**config.mk**
```make
export PLATFORM = sky130hd
export DESIGN_NAME = websocket_frame_deframer
export DESIGN_NICKNAME = d
export VERILOG_FILES = /design/src/rtl/wsd_pkg.sv /design/src/rtl/websocket_frame_deframer.sv /design/src/rtl/wsd_parser.sv /design/src/rtl/wsd_out_buf.sv
export SDC_FILE = /design/constraint.sdc
export NUM_CORES = 1
export LEC_CHECK = 0
export BUFFER_PORTS_ARGS = -buffer_cell sky130_fd_sc_hd__buf_2
export CORE_MARGIN = 1
export CORE_UTILIZATION = 65
export DETAILED_ROUTE_END_ITERATION = 8
export PLACE_DENSITY = 0.95
export SLEW_MARGIN = 20
export SYNTH_ARGS = -nofsm -noshare
export SYNTH_HDL_FRONTEND = slang
export SYNTH_SLANG_ARGS = --single-unit
```
**constraint.sdc**
```tcl
create_clock -name clk_i -period 14.59 [get_ports clk_i]
set_clock_uncertainty 0.05 [all_clocks]
set_input_delay 1.459 -clock clk_i [delete_from_list [all_inputs] [get_ports clk_i]]
set_output_delay 1.459 -clock clk_i [all_outputs]
set_load 0.005 [all_outputs]
```
**src/rtl/wsd_pkg.sv**
```systemverilog
`default_nettype none

package wsd_pkg;

  typedef enum logic [2:0] {
    PH_HDR0,
    PH_HDR1,
    PH_EXTLEN,
    PH_MASK,
    PH_PAYLOAD,
    PH_STOPPED
  } phase_e;

  typedef enum logic [2:0] {
    EV_MSG_BYTE,
    EV_PING_BYTE,
    EV_EMPTY_MSG,
    EV_EMPTY_PING,
    EV_CLOSE,
    EV_TOO_LONG
  } event_e;

  localparam logic [3:0] OP_TEXT   = 4'h1;
  localparam logic [3:0] OP_BINARY = 4'h2;
  localparam logic [3:0] OP_CLOSE  = 4'h8;
  localparam logic [3:0] OP_PING   = 4'h9;

  localparam logic [6:0] LEN_EXT16 = 7'd126;
  localparam logic [6:0] LEN_EXT64 = 7'd127;

  localparam logic [3:0] EXT16_BYTES = 4'd2;
  localparam logic [3:0] EXT64_BYTES = 4'd8;
  localparam logic [3:0] KEY_BYTES   = 4'd4;

  localparam logic [31:0] MAX_LEN_RESET = 32'd1048576;

  typedef struct packed {
    event_e      ev;
    logic [7:0]  data;
    logic [3:0]  opcode;
    logic        fin;
    logic        last;
  } res_t;

endpackage

`default_nettype wire

```
**src/rtl/websocket_frame_deframer.sv**
```systemverilog
`default_nettype none

// Receive-side WebSocket frame deframer. One stream byte is taken per
// transaction on s_axis and parsed in the same cycle; at most one result per
// byte lands in a two-entry output buffer whose registers drive m_axis; the
// block takes one byte every cycle as long as m_axis drains at that rate
// (s_axis_tready drops only when both buffer entries are full). A close
// frame or a length above max_payload_length stops the parser; later bytes
// are accepted and dropped until reset.
// max_payload_length is written through cfg_* and resets to 1048576.

module websocket_frame_deframer import wsd_pkg::*; (
  input  wire logic        clk_i,
  input  wire logic        rst_ni,
  input  wire logic        s_axis_tvalid,
  output      logic        s_axis_tready,
  input  wire logic [7:0]  s_axis_tdata,   // [7:0] rx_byte
  output      logic        m_axis_tvalid,
  input  wire logic        m_axis_tready,
  output      logic [15:0] m_axis_tdata,   // [7:0] data_byte, [11:8] opcode,
                                           // [12] final_fragment, [15:13] zero
  output      logic [2:0]  m_axis_tuser,   // [2:0] event_res
  output      logic        m_axis_tlast,   // last_of_frame
  input  wire logic        cfg_valid_i,
  output      logic        cfg_ready_o,
  input  wire logic [31:0] cfg_data_i
);

  logic [31:0] max_len_q;
  logic        accept;
  logic        res_valid;
  res_t        res;
  res_t        out_res;

  assign cfg_ready_o = 1'b1;
  assign accept      = s_axis_tvalid && s_axis_tready;

  always_ff @(posedge clk_i or negedge rst_ni) begin
    if (!rst_ni) begin
      max_len_q <= MAX_LEN_RESET;
    end else if (cfg_valid_i && cfg_ready_o) begin
      max_len_q <= cfg_data_i;
    end
  end

  wsd_parser u_parser (
    .clk_i       (clk_i),
    .rst_ni      (rst_ni),
    .in_valid_i  (accept),
    .in_byte_i   (s_axis_tdata),
    .max_len_i   (max_len_q),
    .res_valid_o (res_valid),
    .res_o       (res)
  );

  wsd_out_buf u_out_buf (
    .clk_i       (clk_i),
    .rst_ni      (rst_ni),
    .in_valid_i  (res_valid),
    .in_res_i    (res),
    .in_ready_o  (s_axis_tready),
    .out_valid_o (m_axis_tvalid),
    .out_res_o   (out_res),
    .out_ready_i (m_axis_tready)
  );

  assign m_axis_tdata = {3'b000, out_res.fin, out_res.opcode, out_res.data};
  assign m_axis_tuser = out_res.ev;
  assign m_axis_tlast = out_res.last;

endmodule

`default_nettype wire

```
**src/rtl/wsd_parser.sv**
```systemverilog
`default_nettype none

module wsd_parser import wsd_pkg::*; (
  input  wire logic        clk_i,
  input  wire logic        rst_ni,
  input  wire logic        in_valid_i,
  input  wire logic [7:0]  in_byte_i,
  input  wire logic [31:0] max_len_i,
  output      logic        res_valid_o,
  output      res_t        res_o
);

  phase_e      phase_q, phase_d;
  logic [3:0]  op_q, op_d;
  logic        fin_q, fin_d;
  logic        mask_q, mask_d;
  logic [63:0] len_q, len_d;
  logic [3:0]  left_q, left_d;
  logic [31:0] key_q, key_d;
  logic [31:0] rem_q, rem_d;
  logic [1:0]  idx_q, idx_d;

  logic [63:0] len_cand;
  logic [3:0]  left_dec;
  logic [31:0] rem_dec;
  logic        rem_last;
  logic        too_long;
  logic        short_len;
  logic        len_fire;
  logic        mask_now;
  logic        bp_fire;
  logic [31:0] bp_rem;
  logic        bp_empty;
  logic        is_msg, is_ping, is_close;
  logic [7:0]  key_byte;

  assign short_len = (in_byte_i[6:0] != LEN_EXT16) && (in_byte_i[6:0] != LEN_EXT64);
  assign len_cand  = (phase_q == PH_HDR1) ? {57'd0, in_byte_i[6:0]} : {len_q[55:0], in_byte_i};
  assign left_dec  = left_q - 4'd1;
  assign rem_dec   = rem_q - 32'd1;
  assign rem_last  = (rem_dec == 32'd0);
  assign too_long  = (|len_cand[63:32]) || (len_cand[31:0] > max_len_i);
  assign len_fire  = ((phase_q == PH_HDR1) && short_len) ||
                     ((phase_q == PH_EXTLEN) && (left_dec == 4'd0));
  assign mask_now  = (phase_q == PH_HDR1) ? in_byte_i[7] : mask_q;
  assign bp_fire   = (len_fire && !too_long && !mask_now) ||
                     ((phase_q == PH_MASK) && (left_dec == 4'd0));
  assign bp_rem    = (phase_q == PH_MASK) ? rem_q : len_cand[31:0];
  assign bp_empty  = (bp_rem == 32'd0);
  assign is_msg    = (op_q == OP_TEXT) || (op_q == OP_BINARY);
  assign is_ping   = (op_q == OP_PING);
  assign is_close  = (op_q == OP_CLOSE);

  always_comb begin
    case (idx_q)
      2'd0:    key_byte = key_q[31:24];
      2'd1:    key_byte = key_q[23:16];
      2'd2:    key_byte = key_q[15:8];
      default: key_byte = key_q[7:0];
    endcase
  end

  // next state
  always_comb begin
    phase_d = phase_q;
    op_d    = op_q;
    fin_d   = fin_q;
    mask_d  = mask_q;
    len_d   = len_q;
    left_d  = left_q;
    key_d   = key_q;
    rem_d   = rem_q;
    idx_d   = idx_q;
    if (in_valid_i) begin
      case (phase_q)
        PH_HDR0: begin
          fin_d   = in_byte_i[7];
          op_d    = in_byte_i[3:0];
          phase_d = PH_HDR1;
        end
        PH_HDR1: begin
          mask_d = in_byte_i[7];
          len_d  = 64'd0;
          if (in_byte_i[6:0] == LEN_EXT16) begin
            left_d  = EXT16_BYTES;
            phase_d = PH_EXTLEN;
          end else if (in_byte_i[6:0] == LEN_EXT64) begin
            left_d  = EXT64_BYTES;
            phase_d = PH_EXTLEN;
          end else begin
            len_d = len_cand;
          end
        end
        PH_EXTLEN: begin
          len_d  = len_cand;
          left_d = left_dec;
        end
        PH_MASK: begin
          key_d  = {key_q[23:0], in_byte_i};
          left_d = left_dec;
        end
        PH_PAYLOAD: begin
          idx_d = idx_q + 2'd1;
          rem_d = rem_dec;
          if (rem_last) begin
            phase_d = is_close ? PH_STOPPED : PH_HDR0;
          end
        end
        default: begin
          phase_d = PH_STOPPED;
        end
      endcase

      if (len_fire) begin
        if (too_long) begin
          phase_d = PH_STOPPED;
        end else begin
          rem_d = len_cand[31:0];
          key_d = 32'd0;
          if (mask_now) begin
            left_d  = KEY_BYTES;
            phase_d = PH_MASK;
          end
        end
      end

      if (bp_fire) begin
        idx_d = 2'd0;
        if (!bp_empty) begin
          phase_d = PH_PAYLOAD;
        end else if (is_close) begin
          phase_d = PH_STOPPED;
        end else begin
          phase_d = PH_HDR0;
        end
      end
    end
  end

  // result
  always_comb begin
    res_valid_o   = 1'b0;
    res_o.ev      = EV_MSG_BYTE;
    res_o.data    = 8'd0;
    res_o.opcode  = op_q;
    res_o.fin     = fin_q;
    res_o.last    = 1'b1;
    if (in_valid_i) begin
      if (len_fire && too_long) begin
        res_valid_o = 1'b1;
        res_o.ev    = EV_TOO_LONG;
      end else if (bp_fire && bp_empty) begin
        res_valid_o = is_msg || is_ping || is_close;
        if (is_msg) begin
          res_o.ev = EV_EMPTY_MSG;
        end else if (is_ping) begin
          res_o.ev = EV_EMPTY_PING;
        end else begin
          res_o.ev = EV_CLOSE;
        end
      end else if (phase_q == PH_PAYLOAD) begin
        res_o.last = rem_last;
        if (is_msg || is_ping) begin
          res_valid_o = 1'b1;
          res_o.ev    = is_msg ? EV_MSG_BYTE : EV_PING_BYTE;
          res_o.data  = in_byte_i ^ key_byte;
        end else if (is_close && rem_last) begin
          res_valid_o = 1'b1;
          res_o.ev    = EV_CLOSE;
        end
      end
    end
  end

  always_ff @(posedge clk_i or negedge rst_ni) begin
    if (!rst_ni) begin
      phase_q <= PH_HDR0;
      op_q    <= 4'd0;
      fin_q   <= 1'b0;
      mask_q  <= 1'b0;
      len_q   <= 64'd0;
      left_q  <= 4'd0;
      key_q   <= 32'd0;
      rem_q   <= 32'd0;
      idx_q   <= 2'd0;
    end else begin
      phase_q <= phase_d;
      op_q    <= op_d;
      fin_q   <= fin_d;
      mask_q  <= mask_d;
      len_q   <= len_d;
      left_q  <= left_d;
      key_q   <= key_d;
      rem_q   <= rem_d;
      idx_q   <= idx_d;
    end
  end

  a_stop_sticky: assert property (@(posedge clk_i) disable iff (!rst_ni)
    phase_q == PH_STOPPED |=> phase_q == PH_STOPPED)
    else $error("left stopped phase");

  a_end_stops: assert property (@(posedge clk_i) disable iff (!rst_ni)
    res_valid_o && (res_o.ev == EV_CLOSE || res_o.ev == EV_TOO_LONG)
      |=> phase_q == PH_STOPPED)
    else $error("close or too-long event did not stop parser");

  a_payload_nonzero: assert property (@(posedge clk_i) disable iff (!rst_ni)
    phase_q == PH_PAYLOAD |-> rem_q != 32'd0)
    else $error("payload phase with zero bytes remaining");

endmodule

`default_nettype wire

```
**src/rtl/wsd_out_buf.sv**
```systemverilog
`default_nettype none

module wsd_out_buf import wsd_pkg::*; (
  input  wire logic clk_i,
  input  wire logic rst_ni,
  input  wire logic in_valid_i,
  input  wire res_t in_res_i,
  output      logic in_ready_o,
  output      logic out_valid_o,
  output      res_t out_res_o,
  input  wire logic out_ready_i
);

  res_t       ent_q [2];
  logic       wr_ptr_q, wr_ptr_d;
  logic       rd_ptr_q, rd_ptr_d;
  logic [1:0] cnt_q, cnt_d;
  logic       push, pop;

  assign in_ready_o  = (cnt_q != 2'd2);
  assign out_valid_o = (cnt_q != 2'd0);
  assign out_res_o   = ent_q[rd_ptr_q];
  assign push        = in_valid_i && in_ready_o;
  assign pop         = out_valid_o && out_ready_i;

  always_comb begin
    wr_ptr_d = push ? ~wr_ptr_q : wr_ptr_q;
    rd_ptr_d = pop ? ~rd_ptr_q : rd_ptr_q;
    cnt_d    = cnt_q + {1'b0, push} - {1'b0, pop};
  end

  always_ff @(posedge clk_i) begin
    if (push) begin
      ent_q[wr_ptr_q] <= in_res_i;
    end
  end

  always_ff @(posedge clk_i or negedge rst_ni) begin
    if (!rst_ni) begin
      wr_ptr_q <= 1'b0;
      rd_ptr_q <= 1'b0;
      cnt_q    <= 2'd0;
    end else begin
      wr_ptr_q <= wr_ptr_d;
      rd_ptr_q <= rd_ptr_d;
      cnt_q    <= cnt_d;
    end
  end

  a_cnt_range: assert property (@(posedge clk_i) disable iff (!rst_ni)
    cnt_q != 2'd3)
    else $error("output buffer count out of range");

  a_no_drop: assert property (@(posedge clk_i) disable iff (!rst_ni)
    in_valid_i |-> in_ready_o)
    else $error("result offered while buffer full");

endmodule

`default_nettype wire
```
# [Word-level counts from Yosys, hierarchy flattened]
# Memories as Yosys holds them, arrays and structs flattened.
# Index checks and enable logic that the tools add are counted.
[word_totals] ramBits=34 ff_bits=171 in_bits=45 output_inout_bits=23 n_memories=1
[mem_list] memory="u_out_buf.ent_q" depth=2 word_bits=17 rd=1 rd_clocked_by_memory_dff=0 write_ports=1 line_no="wsd_out_buf.sv:14" rtl="res_t ent_q [2];"
[op_classes] add_sub_neg=5 eq_ne=15 reduce_logical=33 muxes=55 bitwise_logic=3 order_cmp=1
[op_table] cell="$mux 32" count=7
[op_table] cell="$mux 56" count=2
[op_table] cell="$pmux 56 s2" count=1
[op_table] cell="$logic_not 32->1" count=2
[op_table] cell="$mux 64" count=1
[op_table] cell="$mux 3" count=15
[op_table] cell="$gt 32x32->1" count=1
[op_table] cell="$reduce_or 32->1" count=1
[op_table] cell="$sub 32x1->32 const B" count=1
[op_table] cell="$mux 8" count=3
[op_table] cell="$pmux 8 s3" count=1
[op_table] cell="$mux 11" count=2
[op_table] cell="$mux 4" count=5
[op_table] cell="$eq 7x7->1 const B" count=2
[op_table] cell="$mux 1" count=14
[op_table] cell="$ne 7x7->1 const B" count=2
[op_table] cell="$logic_and 1x1->1" count=12
[op_table] cell="$pmux 3 s4" count=1
[op_table] cell="$eq 4x4->1 const B" count=2
[op_table] cell="$pmux 4 s2" count=1
[op_table] cell="$xor 8x8->8" count=1
[op_table] cell="$eq 3x2->1 const B" count=2
[op_table] cell="$logic_or 1x1->1" count=6
[op_table] cell="$reduce_and 2->1" count=3
[op_table] cell="other kinds (19)" count=24

# [Logic depth before layout (Yosys ltp)]
# Gate-level depths: netlist of the first run.
[logic_depth] word_depth=15 ltp_mapped=20 mapped_depth_nobuf=16

# [By module]
# A second synthesis of the first run with hierarchy kept.
[hier_totals] cells_unflattened=1117 hier_area_um2=11124.4
[by_module_without_submodules] module="wsd_parser" n_inst=1 cells_per_inst=972 seq_area_each_um2=3378.2 area_per_inst_um2=8300.5
[by_module_without_submodules] module="wsd_out_buf" n_inst=1 cells_per_inst=70 seq_area_each_um2=1121.1 area_per_inst_um2=1433.9
[by_module_without_submodules] module="websocket_frame_deframer" n_inst=1 cells_per_inst=75 seq_area_each_um2=802.0 area_per_inst_um2=1390.1

# [Worst setup path before layout of the first run]
# Ideal clock, no wire load.
[synth_timing] kind="reg-to-reg" from="register u_parser.phase_q[2]" to="memory u_out_buf.ent_q[1][0] in the netlist's numbering (enable)" t_required_ns=14.148 n_path_buf=4 setup_time_ns=0.392 slack_ns=9.675 stages_incl_launch_ff=18 arrival_time_ns=4.472 cell_sequence="dfrtp_1 -> or3b_1 -> clkbuf_1 -> clkbuf_1 -> clkbuf_1 -> buf_1 -> nand2_1 -> inv_1 -> ha_1 -> nand4_1 -> or4_1 -> nor4b_1 -> and4_1 -> a21oi_1 -> o21a_1 -> o31ai_1 -> a21oi_2 -> nor2b_1"
[synth_between] elab_chain_len=15
[synth_lines] item="start: declaration" line_no="wsd_parser.sv:13" rtl="phase_e phase_q, phase_d;"
[synth_lines] item="start signal: assignment" line_no="wsd_parser.sv:187" rtl="phase_q <= phase_d;"
[synth_lines] item="$eq 3x1->1" line_no="wsd_parser.sv:38, wsd_parser.sv:43, wsd_parser.sv:45"
[synth_lines] item="$mux 64" line_no="wsd_parser.sv:38" rtl="assign len_cand = (phase_q == PH_HDR1) ? {57'd0, in_byte_i[6:0]} : {len_q[55:0], in_byte_i};"
[synth_lines] item="$gt 32x32->1 or $reduce_or 32->1 (tied branches)" line_no="wsd_parser.sv:42" rtl="assign too_long = (|len_cand[63:32]) || (len_cand[31:0] > max_len_i);"
[synth_lines] item="$logic_or 1x1->1" line_no="wsd_parser.sv:42"
[synth_lines] item="$logic_not 1->1" line_no="wsd_parser.sv:46" rtl="assign bp_fire = (len_fire && !too_long && !mask_now) ||"
[synth_lines] item="$logic_and 1x1->1 (2 in series)" line_no="wsd_parser.sv:46"
[synth_lines] item="$logic_or 1x1->1" line_no="wsd_parser.sv:46"
[synth_lines] item="$logic_and 1x1->1" line_no="wsd_parser.sv:152" rtl="end else if (bp_fire && bp_empty) begin"
[synth_lines] item="$mux 1" line_no="wsd_parser.sv:152"
[synth_lines] item="$mux 1 *" line_no="wsd_parser.sv:149" rtl="if (len_fire && too_long) begin"
[synth_lines] item="$mux 1 *" line_no="wsd_parser.sv:148" rtl="if (in_valid_i) begin"
[synth_lines] item="$logic_and 1x1->1 *" line_no="wsd_out_buf.sv:23" rtl="assign push = in_valid_i && in_ready_o;"
[synth_lines] item="$mux 1 *" line_no="wsd_out_buf.sv:33" rtl="if (push) begin"
[synth_lines] item="$mux 1 (implied by the code) *" line_no="wsd_out_buf.sv:34" rtl="ent_q[wr_ptr_q] <= in_res_i;"
[synth_lines] item="end: declaration" line_no="wsd_out_buf.sv:14"
# Mark *: on every way between the ends. The rest lies on a longest branch, timed or not.

# [Worst setup path in the final report of the first run]
[layout_timing] from="register u_parser.phase_q[2]" to="register u_out_buf.cnt_q[1]"
[layout_between] elab_chain_len=15
[layout_lines] item="$eq 3x1->1" line_no="wsd_parser.sv:38, wsd_parser.sv:43, wsd_parser.sv:45"
[layout_lines] item="$mux 64" line_no="wsd_parser.sv:38"
[layout_lines] item="$gt 32x32->1 or $reduce_or 32->1 (tied branches)" line_no="wsd_parser.sv:42"
[layout_lines] item="$logic_or 1x1->1" line_no="wsd_parser.sv:42"
[layout_lines] item="$logic_not 1->1" line_no="wsd_parser.sv:46"
[layout_lines] item="$logic_and 1x1->1 (2 in series)" line_no="wsd_parser.sv:46"
[layout_lines] item="$logic_or 1x1->1" line_no="wsd_parser.sv:46"
[layout_lines] item="$logic_and 1x1->1" line_no="wsd_parser.sv:152"
[layout_lines] item="$mux 1" line_no="wsd_parser.sv:152"
[layout_lines] item="$mux 1 *" line_no="wsd_parser.sv:149"
[layout_lines] item="$mux 1 *" line_no="wsd_parser.sv:148"
[layout_lines] item="$logic_and 1x1->1 *" line_no="wsd_out_buf.sv:23"
[layout_lines] item="$add 2x1->2 *" line_no="wsd_out_buf.sv:29" rtl="cnt_d = cnt_q + {1'b0, push} - {1'b0, pop};"
[layout_lines] item="$sub 2x1->2 *" line_no="wsd_out_buf.sv:29"
[layout_lines] item="named net u_out_buf.cnt_d[1]" line_no="wsd_out_buf.sv:17" rtl="logic [1:0] cnt_q, cnt_d;"
[layout_lines] item="end signal: assignment" line_no="wsd_out_buf.sv:46" rtl="cnt_q <= cnt_d;"
[layout_lines] item="end: declaration" line_no="wsd_out_buf.sv:17"
# Mark *: on every way through the listed nets, which the timed path passes. The rest lies on a longest branch.
# A chain may end at the register's enable or synchronous reset.

==> impl_metrics.toml, run 1 <==
[synthesis]
synthArstFlopShare = 0.834
ys_ff_latch = 205
yosys.cell_types.count = 70
syn_avg_cell_area_um2 = 9.64
synth-edff-count = 34
synth-warning-count = 0
synth-main-ff-cell = "dfrtp_1"
yosysSeqAreaShare = 0.496
synthCells = 1108
syn_area_mm2 = 0.0107

[drt]
wl_per_cell_um = 21.4
remaining_drc_errors = 28
wirelength_um = 29200
drt_iter0_drc = 1623
vias = 9383
ant_nets = 0
drtPass1Iterations = 9
via_per_inst = 6.88

[timing]
final_hold_viol_count = 0
setup_violations = 0
period_needed_ns = 5.12
final-max-slew-violation-count = 0
tightestPinTransition_ns = 0.995
relSlewSlack = 0.337
finalSetupTns_ns = 0
clock.fmax_mhz = 195
timing.final.crit_share = 0.351
rsz0062_at_grt = "no"

[power]
cellPowerDensity_mw_per_mm2 = 194
ir_drop_uv = 121
p_leak_nw = 5.13

[clock_tree]
cts_htree_levels = 1
cts_buffers = 22
clk_path_buf_depth = 3
path_clk_slew_ns = 0.07
cts_root_buffer = "clkbuf_16"
cts.sinks = 205
ctsHoldBuffers = 0
clkLatencyLatePin_ns = 0.52
cts_tree = "done"
postCtsResizedCells = 0
post-cts-setup-buffer-count = 0

[final_layout]
design_area_mm2 = 0.0118
fill_cells = 1005
final_common_cell = "dfrtp_1"
n_antenna_cell = 0
syn2layout_area_growth_pct = 10.3
fin_util = 0.739
final_nets = 1217
mostFrequentLayoutCells = "170 x dfrtp_1, 167 x nand2_1, 120 x o21ai_0"
drive_gt1_frac = 0.132

[die]
die_w_um = 130
dieHeight_um = 130
core_area_mm2 = 0.0159
ios = 68
die_area_mm2 = 0.0170
rows = 46
initial_core_util = 0.670

[placement]
place_area_mm2 = 0.0111
io_buffers = 63
gp_congestion = 0.935
hpwl_um = 18000

[global_route]
track_usage = 0.355
overflow = 0
grt_pass1_wl_um = 46000
grt_max_degree = 102
antenna_found_initial = 0
grt_pass1_vias = 8865

[setup_path]
worstSetupPathType = "flop to flop"
cp_max_fo = 59
critPathRequiredTime_ns = 14.98
crit_arrival_ns = 5.51
end_kind = "flop"
start_kind = "flop"

[job]
maxCapViolCount = 0

[worst_hold_path]
hp-class = "flop to flop"

[status]
status = "finished with violations"
failed_checks = "design-rule violations"
## power breakdown
part	switching, mW	leakage [nW]	internal, mW
clock network	0.229	0.335	0.328
registers	0.185	2.52	0.725
logic	0.518	2.28	0.305
## through the flow
| step | setup WS (ns) | std cells | power [mW] | hold WS [ns] |
|---|---|---|---|---|
| 2_1_floorplan | 9.68 | 1110 | 1.41 | 0.387 |
| 3_3_place_gp | 9.88 | 1326 | 1.62 | 0.396 |
| 3_5_place_dp | 9.68 | 1326 | 1.66 | 0.419 |
| 4_1_cts | 9.59 | 1364 | 2.24 | 0.434 |
| 5_1_grt | 9.18 | 1364 | 2.38 | 0.454 |
| 6_report | 9.47 | 1364 | 2.29 | 0.426 |
## synthesized netlist by cell type (27+ instances only)
master,n,share of area
a22o_1,41,0.034
a21oi_1,27,0.013
clkbuf_1,60,0.021
dfrtp_1,170,0.40
edfxtp_1,34,0.096
inv_1,65,0.023
nor3_1,32,0.015
o21ai_0,120,0.056
ha_1,38,0.044
mux2_2,27,0.028
nand3_1,29,0.014
nand2_1,168,0.059
nor2_1,47,0.017
## flip-flops by register name (all words and copies together) (netlist names), 2 cells and up
register / cells
u_out_buf.cnt_q: 2
u_parser.rem_q: 32
u_parser.op_q: 4
u_parser.key_q: 32
u_parser.left_q: 4
u_out_buf.ent_q: 34
u_parser.len_q: 56
u_parser.phase_q: 3
max_len_q: 32
u_parser.idx_q: 2
## worst max-delay path, stage by stage, from the launching register on
cell,delay [ns]
dfrtp_1,0.52
or3b_2,0.49
buf_4,0.31
and2_1,0.30
ha_1,0.32
nand4_1,0.16
or4_1,0.57
nor4b_1,0.41
and4_1,0.35
a21oi_1,0.09
o21ai_1,0.37
o21ai_2,0.19
a21oi_2,0.27
inv_1,0.09
ha_1,0.21
xnor2_1,0.16
xnor2_1,0.13
## per-layer routing
layer / track usage / part of all wire / vias to the layer above
met3: 0.105 / 0.13 / 206
met4: 0.183 / 0.058 / 0
met5: 0 / 0 / -
met2: 0.526 / 0.44 / 765
met1: 0.475 / 0.37 / 4361
li1: - / - / 4051
## cell type report
| class | count | area, um^2 | share of cell area |
|---|---|---|---|
| inverters | 65 | 244 | 0.0207 |
| clock buffers | 28 | 604 | 0.0513 |
| repair buffers | 73 | 397 | 0.0337 |
| flip-flops and latches | 205 | 5300 | 0.450 |
| well taps | 216 | 270 | 0.0229 |
| clock inverters | 10 | 108 | 0.00913 |
| multi-input cells | 767 | 4860 | 0.412 |
## logic make-up (layout without fill, tap and decap cells)
group	count (synthesis)	after routing	share of synthesized area
fa+ha+maj	38	38	0.0445
buf+inv	138	176	0.0513
flops	205	205	0.496
mux	29	29	0.0303
xor+xnor	22	22	0.0180
simple gates	380	380	0.175
other cells	2	4	0.000703
compound gates	294	294	0.184
## final timing paths
kind                                startpoint                 end  slack [ns]  cells past startpoint
hold / removal              u_parser.len_q[49]  u_parser.len_q[49]        0.43                      2
hold reg to reg             u_parser.len_q[49]  u_parser.len_q[49]        0.43                      2
setup reg to reg           u_parser.phase_q[2]  u_out_buf.cnt_q[1]        9.47                     16
setup / recovery           u_parser.phase_q[2]  u_out_buf.cnt_q[1]        9.47                     16
max in group asynchronous               rst_ni  u_out_buf.wr_ptr_q       12.02                      2
min in group asynchronous               rst_ni       max_len_q[29]        1.01                      1
No activity file was read; power rests on OpenSTA's default activity.
==> run 2: changes to the inputs <==
--- a/config.mk
+++ b/config.mk
@@ -5,11 +5,12 @@
 export SDC_FILE = /design/constraint.sdc
 export NUM_CORES = 1
 export LEC_CHECK = 0
+export ABC_AREA = 1
 export BUFFER_PORTS_ARGS = -buffer_cell sky130_fd_sc_hd__buf_2
 export CORE_MARGIN = 1
-export CORE_UTILIZATION = 65
+export CORE_UTILIZATION = 56
 export DETAILED_ROUTE_END_ITERATION = 8
-export PLACE_DENSITY = 0.95
+export PLACE_DENSITY = 0.88
 export SLEW_MARGIN = 20
 export SYNTH_ARGS = -nofsm -noshare
 export SYNTH_HDL_FRONTEND = slang
==> constraint.sdc (replaced) <==
create_clock -name clk_i -period 4.6 [get_ports clk_i]
set_clock_uncertainty 0.05 [all_clocks]
set_input_delay 0.46 -clock clk_i [delete_from_list [all_inputs] [get_ports clk_i]]
set_output_delay 0.46 -clock clk_i [all_outputs]
set_load 0.005 [all_outputs]
==> run 2 against run 1 <==
  * Register-to-register slack worse by 9.3 ns
  * Routed wire length increased by 1.7%
  * Setup slack got worse by 9.3 ns
  * The run now ends clean
  * Maximum frequency increased by 16%
  * Synthesized cell count increased by 31%
  * Total power grew to 4.0 times the previous value
  * Clock power rose to 3.4 times the previous value
  * Hold slack got worse by 0.39 ns
  * Core utilization is 10 points lower
  * Largest cell class is now multi-input combinational cells
  * Area after synthesis rose by 11%
  * Non-clock buffer count is 6 higher
  * First-iteration DRC count fell by 39%
==> impl_metrics.toml, run 2 <==
[synthesis]
yosys-top-cells-count = "368 x nand2_1, 170 x dfrtp_1, 170 x inv_1, 164 x o21ai_0, 97 x nor2_1"
synthCells = 1455
synth-edff-count = 34
yosysSeqAreaShare = 0.445
ys_ff_latch = 205
synthArstFlopShare = 0.834
synth-main-ff-cell = "dfrtp_1"
synth_top_cell_area_share = 0.357
syn_avg_cell_area_um2 = 8.18
yosysMostFrequentCell = "nand2_1"
yosysTopAreaCell = "dfrtp_1"
netlist_top_cells_area = "dfrtp_1 36%, nand2_1 12%, edfxtp_1 8.6%, o21ai_0 6.9%, o211ai_2 6.0%"
syn_area_mm2 = 0.0119
yosys.cell_types.count = 52
synth-warning-count = 0

[global_route]
overflow = 0
grt_max_degree = 113
grt_pass1_vias = 9890
track_usage = 0.277
grt_pass1_wl_um = 48200
antenna_found_initial = 0

[final_layout]
fill_cells = 1708
n_antenna_cell = 0
final_common_cell = "nand2_1"
fin_cells = 1776
mostFrequentLayoutCells = "368 x nand2_1, 170 x dfrtp_1, 169 x inv_1"
top_regs = "u_parser.len_q x56, u_out_buf.ent_q x34"
drive_gt1_frac = 0.142
fin_util = 0.638
top_register = "u_parser.len_q"
final_nets = 1573
largest_reg_flops = 56
syn2layout_area_growth_pct = 10.2
design_area_mm2 = 0.0131

[setup_path]
critPathRequiredTime_ns = 4.89
end_kind = "flop"
max_stage_delay_ns = 0.74
critical-path-slowest-cell = "buf_4"
start_kind = "flop"
crit_arrival_ns = 4.71
worstSetupPathType = "flop to flop"
r2r-end = "u_parser.rem_q[23]"
crit_chain = "inv_2, nand3_2, nand2_1, inv_1, ha_1, nand4_1, nor3_1, nand4_1, nor2_1, nand2_1, nand3_1, nand2_1, nand2_1, inv_2, nand2_8, buf_4, o211ai_2, o211ai_2, o21ai_0"
reg2reg_slack_ns = 0.18
crit-reg2reg-launch = "u_parser.phase_q[2]"
crit_path_frequent_cell = "nand2_1"
cp_max_fo = 60
reg2reg_depth = 19

[timing]
timing.final.crit_share = 0.961
rsz0062_at_grt = "no"
period_needed_ns = 4.42
relSlewSlack = 0.330
clock.fmax_mhz = 226
setup_violations = 0
final_hold_viol_count = 0
tightestPinTransition_ns = 1.00
finalSetupTns_ns = 0
worst_hold_slack_ns = 0.0352
final-max-slew-violation-count = 0
fin_ws_ns = 0.181

[die]
rows = 52
die_w_um = 148
core_area_mm2 = 0.0206
ios = 68
dieHeight_um = 148
initial_core_util = 0.579
die_area_mm2 = 0.0218

[power]
p_leak_nw = 6.29
fin_total_pwr_mw = 9.14
ir_drop_uv = 390
cellPowerDensity_mw_per_mm2 = 697

[drt]
drt_iter0_drc = 984
ant_nets = 0
remaining_drc_errors = 0
drtPass1Iterations = 5
wirelength_um = 29700
wl_per_cell_um = 16.7
vias = 10300
via_per_inst = 5.80

[worst_hold_path]
hp-class = "primary input to async pin"

[clock_tree]
cts_root_buffer = "clkbuf_16"
postCtsResizedCells = 0
ctsHoldBuffers = 0
path_clk_slew_ns = 0.06
cts.sinks = 205
cts_tree = "done"
clk_path_buf_depth = 3
cts_htree_levels = 1
cts_buffers = 23
clkLatencyLatePin_ns = 0.51
post-cts-setup-buffer-count = 0

[job]
maxCapViolCount = 0

[placement]
gp_congestion = 0.970
place_inst = 1735
dp_slack_ns = 0.344
io_buffers = 63
hpwl_um = 20200
place_area_mm2 = 0.0123

[status]
status = "completed"
==> run 2: logic make-up after synthesis <==
family,Yosys count,share of synthesized area
fa+ha+maj,38,0.0399
compound gates,348,0.194
other cells,2,0.000631
buf+inv,249,0.0886
mux,3,0.00273
flops,205,0.445
simple gates,578,0.206
xor+xnor,32,0.0235
==> run 2: final cells by class <==
cell class	instances	area, um^2	area share
clock buffer	27	621	0.0473
clock inverter	14	150	0.0115
inverter	178	672	0.0512
multi-input combinational	1003	5570	0.425
sequential	205	5300	0.404
tap	270	338	0.0258
timing repair buffer	79	457	0.0348
==> run 2: worst max path at each step <==
stage | start | end
5_1_grt | u_parser.phase_q[2] | u_parser.rem_q[8]
6_report | u_parser.phase_q[2] | u_parser.rem_q[23]
3_3_place_gp | u_parser.phase_q[2] | u_parser.rem_q[23]
2_1_floorplan | u_parser.phase_q[2] | u_out_buf.ent_q[1][0]
4_1_cts | u_parser.phase_q[2] | u_out_buf.ent_q[0][13]
3_5_place_dp | u_parser.phase_q[2] | u_parser.rem_q[23]
==> run 2: critical path, delay by kind of cell (launching register included) <==
family / cells / cell delay, ns
adders and majority gates: 1 / 0.30
AOI/OAI and AO/OA: 3 / 0.48
and+or+nand+nor: 11 / 1.88
DFF: 1 / 0.43
buffers and inverters: 4 / 1.02
==> run 2: per-layer routing <==
metal | global-route usage | vias up | routed length [um]
li1 | - | 4908 | -
met1 | 0.358 | 4837 | 12300
met5 | 0 | - | 0
met4 | 0.128 | 0 | 1230
met2 | 0.460 | 460 | 14000
met3 | 0.0404 | 96 | 2080
==> run 2: report_power, final <==
group          internal, mW  switching (mW)  total [mW]
Sequential             2.48           0.460        2.94
Combinational          1.48            2.85        4.32
Clock                  1.13           0.743        1.87
Total                  5.09            4.05        9.14
